===== config.mk =====
export PLATFORM = sky130hd
export DESIGN_NAME = reorder_receive_window
export DESIGN_NICKNAME = d
export VERILOG_FILES = /design/src/hw/rtl/rrw_pkg.sv /design/src/hw/rtl/reorder_receive_window.sv /design/src/hw/rtl/rrw_ctrl.sv /design/src/hw/rtl/rrw_datapath.sv
export SDC_FILE = /design/constraint.sdc
export NUM_CORES = 1
export LEC_CHECK = 0
export ABC_AREA = 1
export BUFFER_PORTS_ARGS = -buffer_cell sky130_fd_sc_hd__buf_2
export CORE_ASPECT_RATIO = 2
export CORE_UTILIZATION = 50
export DETAILED_ROUTE_END_ITERATION = 8
export HOLD_SLACK_MARGIN = 0.05
export PLACE_DENSITY = 0.67
export SYNTH_ARGS = -nofsm -noshare
export SYNTH_HDL_FRONTEND = slang
export SYNTH_SLANG_ARGS = --single-unit

===== constraint.sdc =====
create_clock -name clock -period 8.6 [get_ports clock]
set_input_delay 0.86 -clock clock [delete_from_list [all_inputs] [get_ports clock]]
set_output_delay 0.86 -clock clock [all_outputs]
set_load 0.01 [all_outputs]

===== src/hw/rtl/rrw_pkg.sv =====
`timescale 1ns / 1ps
`default_nettype none

package rrw_pkg;

   localparam int WINDOW      = 16;
   localparam int SEQ_BITS    = 16;
   localparam int MAX_RESULTS = 18;
   localparam int REF_W       = 16;
   localparam int ACK_W       = 16;
   localparam int IDX_W       = $clog2(WINDOW);
   localparam int CNT_W       = $clog2(MAX_RESULTS);

   typedef logic [1:0] mode_type;
   localparam mode_type MODE_HANDSHAKE = 2'd0;
   localparam mode_type MODE_RECEIVING = 2'd1;
   localparam mode_type MODE_IDLE      = 2'd2;

   typedef logic [1:0] kind_type;
   localparam kind_type KIND_DELIVER = 2'd0;
   localparam kind_type KIND_ACK     = 2'd1;
   localparam kind_type KIND_END     = 2'd2;

   // controller -> datapath
   typedef struct packed {
      logic load_in;       // capture request transaction
      logic set_recv;      // handshake done, start receiving
      logic set_idle;      // transfer ended
      logic store;         // park packet in its slot
      logic deliver_in;    // emit captured packet, advance
      logic deliver_slot;  // emit head slot, advance
      logic emit_ack;      // emit cumulative ack (last)
      logic emit_end;      // emit end marker (last)
   } dp_cmd_type;

   // datapath -> controller
   typedef struct packed {
      logic mode_hs;
      logic mode_recv;
      logic ok;
      logic hs;
      logic is_end;
      logic dist_zero;
      logic dist_in_win;
      logic head_valid;
      logic cnt_room;
      logic out_free;
   } dp_sts_type;

endpackage

`default_nettype wire


===== src/hw/rtl/reorder_receive_window.sv =====
// The first result is registered after the request is captured and evaluated; a good
//   packet that is not the expected one, with an empty head slot, adds a drain check.
// A silent packet returns to waiting after evaluation, a lone ack or end result comes
//   from its own state, and a good packet while receiving is delivered and drained to a
//   last check. Stalls on rsp_tready hold the sequencer; the next request is taken once
//   the last result sits in the output register. Reset (synchronous): handshake mode,
//   next expected 0, slot valids cleared at once; slot payloads need no clearing pass.
`timescale 1ns / 1ps
`default_nettype none

module reorder_receive_window (
   input  wire logic        clock,
   input  wire logic        reset,
   // request channel
   input  wire logic        req_tvalid,
   output logic             req_tready,
   input  wire logic [31:0] req_tdata,   // [15:0] seq_num, [31:16] payload_ref
   input  wire logic [2:0]  req_tuser,   // [0] checksum_ok, [1] is_handshake, [2] is_end
   // result channel
   output logic             rsp_tvalid,
   input  wire logic        rsp_tready,
   output logic [31:0]      rsp_tdata,   // [15:0] out_ref, [31:16] ack_num
   output logic [1:0]       rsp_tuser,   // [1:0] kind
   output logic             rsp_tlast    // last result of this transaction
);

   rrw_pkg::dp_cmd_type cmd;
   rrw_pkg::dp_sts_type sts;
   rrw_pkg::kind_type   rsp_kind;
   logic [rrw_pkg::REF_W-1:0] rsp_ref;
   logic [rrw_pkg::ACK_W-1:0] rsp_ack;

   // sequencer: one transaction at a time, one result per cycle unless rsp_tready stalls
   rrw_ctrl u_ctrl (
      .clock      (clock),
      .reset      (reset),
      .req_tvalid (req_tvalid),
      .req_tready (req_tready),
      .sts        (sts),
      .cmd        (cmd)
   );

   // window state, slot store and result register
   rrw_datapath u_datapath (
      .clock      (clock),
      .reset      (reset),
      .in_seq     (req_tdata[rrw_pkg::SEQ_BITS-1:0]),
      .in_ok      (req_tuser[0]),
      .in_hs      (req_tuser[1]),
      .in_end     (req_tuser[2]),
      .in_ref     (req_tdata[31:16]),
      .cmd        (cmd),
      .sts        (sts),
      .rsp_tready (rsp_tready),
      .rsp_tvalid (rsp_tvalid),
      .rsp_kind   (rsp_kind),
      .rsp_ref    (rsp_ref),
      .rsp_ack    (rsp_ack),
      .rsp_last   (rsp_tlast)
   );

   assign rsp_tdata = {rsp_ack, rsp_ref};
   assign rsp_tuser = rsp_kind;

endmodule

`default_nettype wire


===== src/hw/rtl/rrw_ctrl.sv =====
`timescale 1ns / 1ps
`default_nettype none

module rrw_ctrl (
   input  wire logic               clock,
   input  wire logic               reset,
   input  wire logic               req_tvalid,
   output logic                    req_tready,
   input  wire rrw_pkg::dp_sts_type sts,
   output rrw_pkg::dp_cmd_type     cmd
);

   typedef enum logic [5:0] {
      S_WAIT    = 6'b000001,
      S_EVAL    = 6'b000010,
      S_DELIVER = 6'b000100,
      S_DRAIN   = 6'b001000,
      S_ACK     = 6'b010000,
      S_END     = 6'b100000
   } state_type;

   state_type state_ff;
   state_type state_in;

   assign req_tready = (state_ff == S_WAIT);

   always_comb begin
      cmd      = '0;
      state_in = state_ff;
      case (state_ff)
         S_WAIT: begin
            if (req_tvalid) begin
               cmd.load_in = 1'b1;
               state_in    = S_EVAL;
            end
         end
         S_EVAL: begin
            if (sts.mode_hs) begin
               if (sts.ok) begin
                  cmd.set_recv = sts.hs;
                  state_in     = S_ACK;
               end else begin
                  state_in = S_WAIT;
               end
            end else if (!sts.mode_recv) begin
               state_in = S_WAIT;
            end else if (!sts.ok) begin
               state_in = S_ACK;
            end else if (sts.dist_zero) begin
               state_in = sts.is_end ? S_END : S_DELIVER;
            end else begin
               // ahead packets with the end mark are dropped
               cmd.store = sts.dist_in_win && !sts.is_end;
               state_in  = S_DRAIN;
            end
         end
         S_DELIVER: begin
            if (sts.out_free) begin
               cmd.deliver_in = 1'b1;
               state_in       = S_DRAIN;
            end
         end
         S_DRAIN: begin
            if (sts.head_valid && sts.cnt_room) begin
               cmd.deliver_slot = sts.out_free;
            end else begin
               state_in = S_ACK;
            end
         end
         S_ACK: begin
            if (sts.out_free) begin
               cmd.emit_ack = 1'b1;
               state_in     = S_WAIT;
            end
         end
         S_END: begin
            if (sts.out_free) begin
               cmd.emit_end = 1'b1;
               cmd.set_idle = 1'b1;
               state_in     = S_WAIT;
            end
         end
         default: begin
            state_in = S_WAIT;
         end
      endcase
   end

   always_ff @(posedge clock) begin
      if (reset) begin
         state_ff <= S_WAIT;
      end else begin
         state_ff <= state_in;
      end
   end

endmodule

`default_nettype wire


===== src/hw/rtl/rrw_datapath.sv =====
`timescale 1ns / 1ps
`default_nettype none

module rrw_datapath (
   input  wire logic                        clock,
   input  wire logic                        reset,
   input  wire logic [rrw_pkg::SEQ_BITS-1:0] in_seq,
   input  wire logic                        in_ok,
   input  wire logic                        in_hs,
   input  wire logic                        in_end,
   input  wire logic [rrw_pkg::REF_W-1:0]   in_ref,
   input  wire rrw_pkg::dp_cmd_type         cmd,
   output rrw_pkg::dp_sts_type              sts,
   input  wire logic                        rsp_tready,
   output logic                             rsp_tvalid,
   output rrw_pkg::kind_type                rsp_kind,
   output logic [rrw_pkg::REF_W-1:0]        rsp_ref,
   output logic [rrw_pkg::ACK_W-1:0]        rsp_ack,
   output logic                             rsp_last
);

   // captured transaction
   logic [rrw_pkg::SEQ_BITS-1:0] seq_ff;
   logic                         ok_ff;
   logic                         hs_ff;
   logic                         end_ff;
   logic [rrw_pkg::REF_W-1:0]    ref_ff;

   // receiver state
   rrw_pkg::mode_type            mode_ff;
   logic [rrw_pkg::SEQ_BITS-1:0] next_exp_ff;
   logic [rrw_pkg::IDX_W-1:0]    head_ff;
   logic [rrw_pkg::WINDOW-1:0]   valid_ff;
   logic [rrw_pkg::REF_W-1:0]    slot_ref_ff [rrw_pkg::WINDOW];
   logic [rrw_pkg::CNT_W-1:0]    cnt_ff;

   // result register
   logic                         out_valid_ff;
   rrw_pkg::kind_type            out_kind_ff;
   logic [rrw_pkg::REF_W-1:0]    out_ref_ff;
   logic [rrw_pkg::ACK_W-1:0]    out_ack_ff;
   logic                         out_last_ff;

   logic [rrw_pkg::SEQ_BITS-1:0] seq_gap;
   logic [rrw_pkg::IDX_W:0]      idx_sum;
   logic [rrw_pkg::IDX_W-1:0]    store_idx;
   logic [rrw_pkg::IDX_W-1:0]    head_next;
   logic                         advance;
   logic                         out_free;

   assign seq_gap = seq_ff - next_exp_ff;
   // seq_gap < WINDOW here, so one compare-subtract wraps the ring index
   assign idx_sum = {1'b0, head_ff} + {1'b0, seq_gap[rrw_pkg::IDX_W-1:0]};
   assign store_idx = (idx_sum >= (rrw_pkg::IDX_W+1)'(rrw_pkg::WINDOW))
                    ? rrw_pkg::IDX_W'(idx_sum - (rrw_pkg::IDX_W+1)'(rrw_pkg::WINDOW))
                    : idx_sum[rrw_pkg::IDX_W-1:0];
   assign head_next = (head_ff == rrw_pkg::IDX_W'(rrw_pkg::WINDOW - 1))
                    ? '0 : head_ff + 1'b1;
   assign advance  = cmd.deliver_in || cmd.deliver_slot;
   assign out_free = !out_valid_ff || rsp_tready;

   always_comb begin
      sts.mode_hs     = (mode_ff == rrw_pkg::MODE_HANDSHAKE);
      sts.mode_recv   = (mode_ff == rrw_pkg::MODE_RECEIVING);
      sts.ok          = ok_ff;
      sts.hs          = hs_ff;
      sts.is_end      = end_ff;
      sts.dist_zero   = (seq_gap == '0);
      sts.dist_in_win = (seq_gap < rrw_pkg::SEQ_BITS'(rrw_pkg::WINDOW));
      sts.head_valid  = valid_ff[head_ff];
      sts.cnt_room    = (cnt_ff < rrw_pkg::CNT_W'(rrw_pkg::MAX_RESULTS - 1));
      sts.out_free    = out_free;
   end

   // input capture and slot payloads: no reset needed
   always_ff @(posedge clock) begin
      if (cmd.load_in) begin
         seq_ff <= in_seq;
         ok_ff  <= in_ok;
         hs_ff  <= in_hs;
         end_ff <= in_end;
         ref_ff <= in_ref;
      end
      if (cmd.store) begin
         slot_ref_ff[store_idx] <= ref_ff;
      end
   end

   always_ff @(posedge clock) begin
      if (reset) begin
         mode_ff     <= rrw_pkg::MODE_HANDSHAKE;
         next_exp_ff <= '0;
         head_ff     <= '0;
         valid_ff    <= '0;
         cnt_ff      <= '0;
      end else begin
         if (cmd.set_recv) begin
            mode_ff <= rrw_pkg::MODE_RECEIVING;
         end else if (cmd.set_idle) begin
            mode_ff <= rrw_pkg::MODE_IDLE;
         end
         if (cmd.store) begin
            valid_ff[store_idx] <= 1'b1;
         end
         if (advance) begin
            valid_ff[head_ff] <= 1'b0;
            head_ff           <= head_next;
            next_exp_ff       <= next_exp_ff + 1'b1;
         end
         if (cmd.load_in) begin
            cnt_ff <= '0;
         end else if (advance) begin
            cnt_ff <= cnt_ff + 1'b1;
         end
      end
   end

   always_ff @(posedge clock) begin
      if (reset) begin
         out_valid_ff <= 1'b0;
      end else if (advance || cmd.emit_ack || cmd.emit_end) begin
         out_valid_ff <= 1'b1;
      end else if (rsp_tready) begin
         out_valid_ff <= 1'b0;
      end
   end

   always_ff @(posedge clock) begin
      if (cmd.deliver_in) begin
         out_kind_ff <= rrw_pkg::KIND_DELIVER;
         out_ref_ff  <= ref_ff;
         out_ack_ff  <= '0;
         out_last_ff <= 1'b0;
      end else if (cmd.deliver_slot) begin
         out_kind_ff <= rrw_pkg::KIND_DELIVER;
         out_ref_ff  <= slot_ref_ff[head_ff];
         out_ack_ff  <= '0;
         out_last_ff <= 1'b0;
      end else if (cmd.emit_ack) begin
         out_kind_ff <= rrw_pkg::KIND_ACK;
         out_ref_ff  <= '0;
         out_ack_ff  <= rrw_pkg::ACK_W'(next_exp_ff);
         out_last_ff <= 1'b1;
      end else if (cmd.emit_end) begin
         out_kind_ff <= rrw_pkg::KIND_END;
         out_ref_ff  <= '0;
         out_ack_ff  <= '0;
         out_last_ff <= 1'b1;
      end
   end

   assign rsp_tvalid = out_valid_ff;
   assign rsp_kind   = out_kind_ff;
   assign rsp_ref    = out_ref_ff;
   assign rsp_ack    = out_ack_ff;
   assign rsp_last   = out_last_ff;

endmodule

`default_nettype wire

# Yosys cells after proc, flatten, opt, wreduce, memory -nomap -nowiden
# Memories as Yosys holds them, arrays and structs flattened. A register that Yosys moved wholly into a read port is not among the register bits.
# Index checks and enable logic that the tools add are counted.
# word_totals
regBits,120
mem_bits_rw,256
inputBits,39
out_inout_bits,37
word_cells,124
memories,1
# memory_table
memory,depth,word_bits,read_ports,rd_ports_with_merged_regs,wr,line,text
u_datapath.slot_ref_ff,16,16,1,1,1,rrw_datapath.sv:34,logic [rrw_pkg::REF_W-1:0] slot_ref_ff [rrw_pkg::WINDOW];
# classes
add_sub_neg,6
n_lt_le_gt_ge,7
n_eq_ne,12
muxes,55
n_bitwise,3
n_reduce_logical,22
# ops
op,n
$mux 16,8
$mux 6,9
$pmux 6 s5,1
$mux 1,29
$add 16x1->16 const B,1
$and 16x16->16,1
$logic_not 16->1,1
$lt 16x5->1 const B,1
$mux 4,4
$not 16->16,1
$or 16x16->16,1
$sub 16x16->16,1
$lt 4x5->1 const B,2
$demux 1 s4,2
$ge 4x1->1 const B,2
$reduce_or 2->1,4
$eq 6x1->1 const B,1
$eq 6x2->1 const B,1
$eq 6x3->1 const B,1
$eq 6x4->1 const B,1
$eq 6x5->1 const B,1
$eq 6x6->1 const B,1
$reduce_bool 2->1,3
$add 4x4->5,1
18 further kinds,27

# Longest topological paths before layout
# Gate-level depths: netlist (run 1).
# depth
ltp_word,13
depth_mapped,20
mapped_depth_nobuf,20

# By module
# From an unflattened synthesis (run 1), not the netlist that was laid out.
# hier_totals
hier_cells,1531
hier_area_um2,16326.9
# modules_own_cells
mod,instances,cells_per_inst,area_per_inst_um2,seq_area_each_um2
rrw_datapath,1,1442,15811.4,10560.1
rrw_ctrl,1,89,515.5,120.1

# Worst setup path before layout (run 1)
# No wires, ideal clock.
# synth_timing
path_kind,register to register
from,reg u_datapath.next_exp_ff[0] (netlist name)
to,"mem u_datapath.slot_ref_ff[13][0] (netlist name), enable pin"
setup_ns,0.364
t_arrival_ns,2.934
t_required_ns,8.236
setup_slack_ns,5.302
path_stages_with_launch,16
path_buffers,0
synth_period_minus_slack_ns,3.298
path_cell_list,dfxtp_1 ha_1 inv_1 fa_1 xor2_1 ha_1 a21oi_1 nand2_1 xor2_1 inv_1 or2_2 nand2_1 nand2_1 nor2_1 nand4_2 inv_1
# synth_between
elab_chain_len,10
word_cells_on_any_way,15
cone_classes,add/sub: 3; order compare: 2; mux: 8; reduce/logical: 2
# synth_rtl
element,line,text
from (decl),rrw_datapath.sv:31,logic [rrw_pkg::SEQ_BITS-1:0] next_exp_ff;
from (signal assigned),rrw_datapath.sv:108,next_exp_ff <= next_exp_ff + 1'b1;
$sub 16x16->16 (*),rrw_datapath.sv:51,assign seq_gap = seq_ff - next_exp_ff;
$lt 16x5->1,rrw_datapath.sv:69,sts.dist_in_win = (seq_gap < rrw_pkg::SEQ_BITS'(rrw_pkg::WINDOW));
$logic_and 1x1->1,rrw_ctrl.sv:53,cmd.store = sts.dist_in_win && !sts.is_end;
$mux 1,rrw_ctrl.sv:49,end else if (sts.dist_zero) begin
$mux 1,rrw_ctrl.sv:47,end else if (!sts.ok) begin
$mux 1,rrw_ctrl.sv:45,end else if (!sts.mode_recv) begin
$mux 1,rrw_ctrl.sv:38,if (sts.mode_hs) begin
$mux 1,rrw_ctrl.sv:30,case (state_ff)
$mux 1,rrw_datapath.sv:84,if (cmd.store) begin
$mux 1 (not written as such),rrw_datapath.sv:85,slot_ref_ff[store_idx] <= ref_ff;
to (decl),rrw_datapath.sv:34,
# Mark *: on every way between the ends. The rest lies on a longest branch, timed or not.

# Final worst setup path (run 1)
# layout_timing
from,reg u_datapath.head_ff[0] (netlist name)
to,reg u_datapath.out_valid_ff (netlist: u_datapath.rsp_tvalid)
# layout_between
elab_chain_len,9
word_cells_on_any_way,10
cone_classes,mux: 5; reduce/logical: 5
# layout_rtl
element,line,text
from (decl),rrw_datapath.sv:32,logic [rrw_pkg::IDX_W-1:0] head_ff;
from (signal assigned),rrw_datapath.sv:107,head_ff <= head_next;
$bmux 1 s4 (*),rrw_datapath.sv:70,sts.head_valid = valid_ff[head_ff];
$mux 1 (not written as such) (*),rrw_datapath.sv:70,
$logic_and 1x1->1 (*),rrw_ctrl.sv:64,if (sts.head_valid && sts.cnt_room) begin
$mux 1 (*),rrw_ctrl.sv:64,
$mux 1 (*),rrw_ctrl.sv:30,
$logic_or 1x1->1 (*),rrw_datapath.sv:59,assign advance = cmd.deliver_in || cmd.deliver_slot;
$logic_or 1x1->1 (*) (2 in series),rrw_datapath.sv:121,end else if (advance || cmd.emit_ack || cmd.emit_end) begin
$mux 1 / $reduce_bool 2->1 (equally long branches),--,
to (signal assigned),rrw_datapath.sv:120,out_valid_ff <= 1'b0;
to (signal assigned),rrw_datapath.sv:122,out_valid_ff <= 1'b1;
to (signal assigned),rrw_datapath.sv:124,out_valid_ff <= 1'b0;
to (decl),rrw_datapath.sv:38,logic out_valid_ff;
# Mark *: on every way between the ends. The rest lies on a longest branch, timed or not. The select of a mux whose other input is x is not followed.
# A chain may end at the register's enable or synchronous reset.

==> results of run 1 <==
-- stage by stage --
step | setup slack, ns | std cells
floorplan | 5.30 | 1600
global placement | 4.18 | 2040
finish | 4.27 | 2101
global route | 3.76 | 2100
detailed placement | 4.16 | 2040
CTS | 4.29 | 2100
-- layer usage --
| metal | vias up | track usage [%] | share of wire (%) |
|---|---|---|---|
| met5 | - | 0 | 0 |
| met4 | 0 | 20.6 | 8.3 |
| met3 | 138 | 2.47 | 3.7 |
| met2 | 395 | 49.7 | 55 |
| met1 | 5771 | 26.6 | 33 |
| li1 | 5661 | - | - |
-- logic make-up after synthesis --
| family | count (synthesis) | synth area share [%] |
|---|---|---|
| AOI/OAI and AO/OA | 309 | 10.7 |
| xor gates and xnor gates | 19 | 1.01 |
| adders and majority gates | 26 | 2.06 |
| buffers and inverters | 221 | 5.26 |
| DFF | 380 | 64.6 |
| and+or+nand+nor | 645 | 16.3 |
-- worst max-delay path, stage by stage, from the launching register on --
cell and delay [ns]:
dfxtp_1 0.74, inv_1 0.24, nor2_1 0.13, o21ai_0 0.10, nand2_1 0.08, nand2_1 0.09
o21bai_1 0.15, nor2_1 0.08, nand2_2 0.23, nand2_1 0.09, buf_4 0.28, inv_1 0.76
nand2_1 0.77, o21ai_0 0.37, inv_1 0.07
-- cells in the mapped netlist, drive strengths merged --
cell,count
inv,146
nand2,446
nor2,64
edfxtp,307
and2,3
ha,24
o21bai,1
o311ai,32
nand4,24
nand3b,1
a41oi,1
clkinv,3
o41ai,1
nor4,8
dfxtp,73
nand3,82
o211ai,4
o21ai,49
xor2,16
clkbuf,56
a21oi,188
nor3,15
xnor2,3
a22oi,32
buf,16
or2,2
o31ai,1
fa,2
-- registers in the layout (all words and copies together) (netlist names), named ones only --
| register | cells |
|---|---|
| u_datapath.rsp_ref | 16 |
| u_datapath.rsp_kind | 2 |
| u_datapath.end_ff | 1 |
| u_ctrl.state_ff | 6 |
| u_datapath.slot_ref_ff | 256 |
| u_datapath.head_ff | 4 |
| u_datapath.cnt_ff | 5 |
| u_datapath.ref_ff | 16 |
| u_datapath.mode_ff | 2 |
| u_datapath.ok_ff | 1 |
| u_datapath.seq_ff | 16 |
| u_datapath.rsp_ack | 16 |
| u_datapath.valid_ff | 16 |
| u_datapath.rsp_last | 1 |
| u_datapath.hs_ff | 1 |
| u_datapath.rsp_tvalid | 1 |
| u_datapath.next_exp_ff | 16 |
-- power by group through the flow --
stage	sequential (mW)	clock [mW]	combinational (mW)
after detailed placement	2.09	0	0.126
after global routing	2.05	1.57	0.144
after floorplan	2.07	0	0.0870
final	2.05	1.49	0.126
after global placement	2.09	0	0.124
after CTS	2.05	1.52	0.127
-- cell type report --
cell class	count	area, µm²	area share, %
clock inverter	21	179	0.979
multi-input combinational	999	4980	27.2
clock buffer	39	891	4.87
inverter	149	561	3.07
antenna	1	2.50	0.0137
tap	427	534	2.92
sequential	380	10700	58.5
timing repair buffer	85	450	2.46
-- how the worst min path moves through the flow --
stage / from / end / cells past startpoint
2_1_floorplan: u_datapath.valid_ff[0] / u_datapath.valid_ff[0] / 2
3_3_place_gp: u_datapath.valid_ff[14] / u_datapath.valid_ff[14] / 2
3_5_place_dp: u_datapath.rsp_last / u_datapath.rsp_last / 2
4_1_cts: u_datapath.valid_ff[14] / u_datapath.valid_ff[14] / 2
5_1_grt: u_datapath.rsp_last / u_datapath.rsp_last / 2
6_report: u_datapath.valid_ff[3] / u_datapath.valid_ff[3] / 2
==> flow_summary_export.csv, run 1 <==
group,metric,value,unit
route,drt_iter0_markers,832,
clock_tree,post-cts-setup-buffer-count,0,
power_and_ir_drop,clkPwrFrac,40.7,%
setup_path,reg2reg_from,"u_datapath.head_ff[0]",
floorplan,fp-row-count,93,
global_route,grt_pass1_vias,11938,
floorplan,die_area,33800,µm²
clock_tree,h-tree-depth,2,
power_and_ir_drop,internal_power,2.87,mW
power_and_ir_drop,peakVddDrop,174,µV
finish,layout.cells.most_common_list,"nand2_1 (443), edfxtp_1 (307), a21oi_1 (187), inv_1 (141), nand3_1 (81)",
finish,fillers,2886,
finish,nets,1714,
timing,worst_pin_slew,1.02,ns
timing,fmax,0.231,GHz
run,drv_cap,0,
setup_path,cp-end-kind,"register",
timing,rsz0062_at_grt,"false",
clock_tree,root_buffer,"clkbuf_16",
setup_path,reg2regPathDepth,14,
timing,fin_worst_skew,0.0267,ns
synthesis,yosys_warnings,0,
setup_path,worstPathArrival,4.75,ns
synthesis,syn-num-nets,1665,
clock_tree,clock_latency,0.54,ns
synthesis,netlist_area,16500,µm²
power_and_ir_drop,power_frac_seq,55.9,%
route,routed_via_density,5.69,
timing,period_minus_slack,4.33,ns
synthesis,ys_seq_elements,380,
power_and_ir_drop,pwr-share-comb,3.4,%
global_route,grt_max_degree,93,
route,ant_nets,0,
route,wirelength,43700,µm
clock_tree,cts_repair_resize_count,0,
route,dr.pass1.iters,5,
placed_design,place_area,17200,µm²
setup_path,setup.worst_path.end,"u_datapath.rsp_tvalid",
clock_tree,cts_tree,"yes",
synthesis,syn_area_per_cell,10.3,µm²
route,vias,11965,
setup_path,r2r_slack,4.27,ns
power_and_ir_drop,switching_share,21.9,%
timing,setup_viol,0,
timing,tns,0,ns
placed_design,gp_congestion,0.903,
clock_tree,cts_inserted_buffers,34,
synthesis,synth_top_area_cell,"edfxtp_1",
setup_path,crit_path_start_kind,"register",
timing,hold_viol,0,
setup_path,reg2reg_to,"u_datapath.rsp_tvalid",
timing,fin_crit_sh,50.3,%
floorplan,fp.coreArea,32300,µm²
setup_path,crit_required,9.02,ns
synthesis,synth_area_leaders,"edfxtp_1 (56%), nand2_1 (10%), dfxtp_1 (8.8%)",
synthesis,syn_inst,1600,
floorplan,ioPinCount,76,
global_route,grt_pass1_wl,66200,µm
timing,final_max_slew_viol_count,0,
setup_path,worst-path-max-fanout,47,
power_and_ir_drop,p_leak,6.91,nW
global_route,track_usage,26.8,%
placed_design,dp_hpwl,29200,µm
power_and_ir_drop,p_per_area,201,nW/µm²
floorplan,die_x,131,µm
clock_tree,postCtsHoldBufs,0,
synthesis,synth.distinct_cells,42,
timing,holdWs,0.458,ns
min_path,holdCritPathClass,"reg -> reg",
finish,area_growth_syn_to_layout,10.7,%
synthesis,seq_area_frac_synth,64.6,%
finish,finalInstanceArea,18300,µm²
floorplan,initial_core_util,51.1,%
finish,drive_gt1_share,9.26,%
route,routedWlPerCell,20.8,µm
finish,fin_util,56.5,%
setup_path,crit_start,"u_datapath.head_ff[0]",
clock_tree,cts_buffer_depth,3,
power_and_ir_drop,p_total,3.67,mW
clock_tree,clk_pin_slew,0.08,ns
status,status,"completed",
setup_path,path_class,"reg -> reg",
finish,final_common_cell,"nand2_1",
global_route,grt_overflow,0,
synthesis,synth_top_area_share,55.8,%
global_route,antenna_found_initial,0,
route,drc,0,
timing,slew_headroom,30.9,%
floorplan,die_y,259,µm
placed_design,portBuffers,75,
power_and_ir_drop,power.switching,803,µW
clock_tree,clock_sinks,380,
(Power assumes the default switching activity.)
==> inputs of run 2 (changes only) <==
==> constraint.sdc (replaced) <==
create_clock -name clock -period 4.07 [get_ports clock]
set_input_delay 0.407 -clock clock [delete_from_list [all_inputs] [get_ports clock]]
set_output_delay 0.407 -clock clock [all_outputs]
set_load 0.01 [all_outputs]
==> run 2 against run 1 <==
Compared with the run above:
- non-clock buffer count up 46
- count of clock-buffer cells in the layout rose by 4
- sequential power rose by 110%
- critical path depth rose by 2
- via count grew 1.1%
- largest cell class unchanged
- largest power group unchanged
==> flow_summary_export.csv, run 2 (same netlist as run 1, synthesis figures left out) <==
group,metric,value,unit
placed_design,gp_congestion,0.950,
power_and_ir_drop,switching_share,21.8,%
clock_tree,cts_buffer_depth,3,
global_route,grt_busiest_layer,"met2",
clock_tree,clock_latency,0.53,ns
clock_tree,cts_tree,"yes",
power_and_ir_drop,p_per_area,419,nW/µm²
power_and_ir_drop,p_leak,7.16,nW
finish,antenna_cells,0,
global_route,track_usage,28.1,%
floorplan,die_y,259,µm
timing,final_max_slew_viol_count,0,
clock_tree,root_buffer,"clkbuf_16",
route,wirelength,46000,µm
clock_tree,post-cts-setup-buffer-count,0,
timing,worst_pin_slew,1.03,ns
setup_path,reg2reg_to,"u_datapath.slot_ref_ff[8][10]",
timing,hold_viol,0,
finish,layout.cells.most_common_list,"nand2_1 (443), edfxtp_1 (307), a21oi_1 (187), inv_1 (141), nand3_1 (81)",
timing,fin_crit_sh,86.7,%
placed_design,dp_hpwl,32000,µm
setup_path,crit_required,4.27,ns
min_path,holdCritPathClass,"in -> reg",
global_route,grt_pass1_vias,12140,
timing,tns,0,ns
finish,largest_reg_flops,256,
setup_path,cpMaxStageDelayCell,"fa_1",
setup_path,critical_path_depth,16,
finish,fillers,2831,
clock_tree,clk_pin_slew,0.07,ns
route,ant_nets,0,
global_route,grt_overflow,0,
global_route,grtUsageMet2,51.8,%
floorplan,fp-row-count,93,
setup_path,cp_top_family,"adder cells",
placed_design,portBuffers,75,
floorplan,die_x,131,µm
finish,stdcell_count,2145,
timing,fmax,0.283,GHz
floorplan,die_area,33800,µm²
setup_path,cp_num_buf_inv,4,
min_path,holdPathStages,1,
setup_path,crit_path_start_kind,"register",
global_route,grtUsageMet3,2.64,%
route,routedWlPerCell,21.5,µm
timing,holdWs,0.0661,ns
floorplan,ioPinCount,76,
timing,period_minus_slack,3.53,ns
setup_path,r2r_slack,0.54,ns
power_and_ir_drop,internal_power,6.15,mW
route,drt_iter0_markers,1003,
min_path,hold_start,"req_tdata[23]",
setup_path,path_class,"reg -> reg",
route,dr.pass1.iters,5,
setup_path,cp-end-kind,"register",
route,routed_via_density,5.64,
setup_path,worst-path-max-fanout,16,
setup_path,worstPathArrival,3.73,ns
route,vias,12095,
clock_tree,cts_inserted_buffers,35,
min_path,whs_endpoint,"u_datapath.ref_ff[7]",
run,drv_cap,0,
finish,final_common_cell,"nand2_1",
power_and_ir_drop,peakVddDrop,349,µV
floorplan,initial_core_util,51.1,%
clock_tree,clock_sinks,380,
clock_tree,postCtsHoldBufs,24,
finish,top_register,"u_datapath.slot_ref_ff",
setup_path,reg2reg_from,"u_datapath.next_exp_ff[0]",
setup_path,critPathMaxStageDelay,0.47,ns
status,status,"completed",
clock_tree,cts_repair_resize_count,0,
setup_path,cp_cell_sequence,"ha_1, inv_1, fa_1, xor2_1, ha_1, a21oi_1, nand2_1, xor2_1, inv_1, or2_2, nand2_1, nand2_1, nor2_1, nand4_1, inv_1, buf_4",
setup_path,reg2regPathDepth,16,
placed_design,dp.cells,2062,
clock_tree,h-tree-depth,2,
finish,nets,1761,
route,drc,0,
power_and_ir_drop,clkPwrFrac,40.9,%
timing,setup_viol,0,
global_route,grt_pass1_wl,68200,µm
timing,fin_worst_skew,0.0209,ns
finish,drive_gt1_share,10.4,%
power_and_ir_drop,power_frac_seq,55.4,%
timing,rsz0062_at_grt,"false",
finish,area_growth_syn_to_layout,13.6,%
power_and_ir_drop,pwr-share-comb,3.7,%
floorplan,fp.coreArea,32300,µm²
global_route,met1_usage,27.2,%
timing,slew_headroom,31.1,%
global_route,antenna_found_initial,0,
global_route,grt_max_degree,75,
power_and_ir_drop,power.switching,1.71,mW
[run 2: cell count changes in the layout (fill, tap and decap cells not counted), sizes merged]
| cell | previous run | this run |
|---|---|---|
| dlygate4sd3 | 0 | 24 |
| clkbuf | 39 | 43 |
| inv | 148 | 149 |
| buf | 85 | 107 |
| clkinvlp | 2 | 1 |
| clkinv | 18 | 13 |
| diode | 1 | 0 |
[run 2: worst register-to-register path, delay by kind of cell (launching register included)]
| kind | cells | cell delay (ns) |
|---|---|---|
| adder cells (fa/ha/maj) | 3 | 0.98 |
| AO/OA/AOI/OAI | 1 | 0.15 |
| buffers and inverters | 4 | 0.51 |
| AND/OR/NAND/NOR | 6 | 0.82 |
| flip-flops | 1 | 0.42 |
| XOR/XNOR | 2 | 0.32 |
[run 2: worst max path at each step]
stage / slack, ns / startpoint / endpoint
floorplan: 0.77 / u_datapath.next_exp_ff[0] / u_datapath.slot_ref_ff[13][0]
global placement: 0.59 / u_datapath.next_exp_ff[0] / u_datapath.slot_ref_ff[13][11]
detailed placement: 0.57 / u_datapath.next_exp_ff[0] / u_datapath.slot_ref_ff[11][12]
CTS: 0.56 / u_datapath.next_exp_ff[0] / u_datapath.slot_ref_ff[8][10]
global route: 0.25 / u_datapath.next_exp_ff[0] / u_datapath.slot_ref_ff[11][8]
finish: 0.54 / u_datapath.next_exp_ff[0] / u_datapath.slot_ref_ff[8][10]
[run 2: cell type report]
cell class                 instances  area, µm²  area share [%]
sequential                       380      10700            56.9
multi-input combinational        999       4980            26.5
clock buffer                      43        946            5.04
timing repair buffer             131        918            4.89
inverter                         149        561            2.99
tap                              427        534            2.85
clock inverter                    16        151           0.806
[run 2: power groups by stage]
stage	registers (mW)	logic, mW	clock network (mW)
floorplan	4.37	0.184	0
global placement	4.43	0.270	0
detailed placement	4.44	0.274	0
CTS	4.35	0.293	3.27
global route	4.35	0.328	3.39
finish	4.35	0.291	3.22
[run 2: per-layer routing]
metal / routed length, µm / share of wire (%)
met1: 14700 / 32
met2: 25000 / 54
met3: 1790 / 3.9
met4: 4480 / 9.7
met5: 0 / 0
[run 2: metrics by stage]
step                      util [%]  worst slack [ns]  area, µm²  power [mW]
final                         58.0             0.542      18800        7.86
after floorplan                  -             0.772      16500        4.56
after detailed placement      53.9             0.574      17400        4.71
after CTS                     58.0             0.556      18800        7.91
after global routing          58.0             0.250      18800        8.07
after global placement        53.9             0.586      17400        4.70
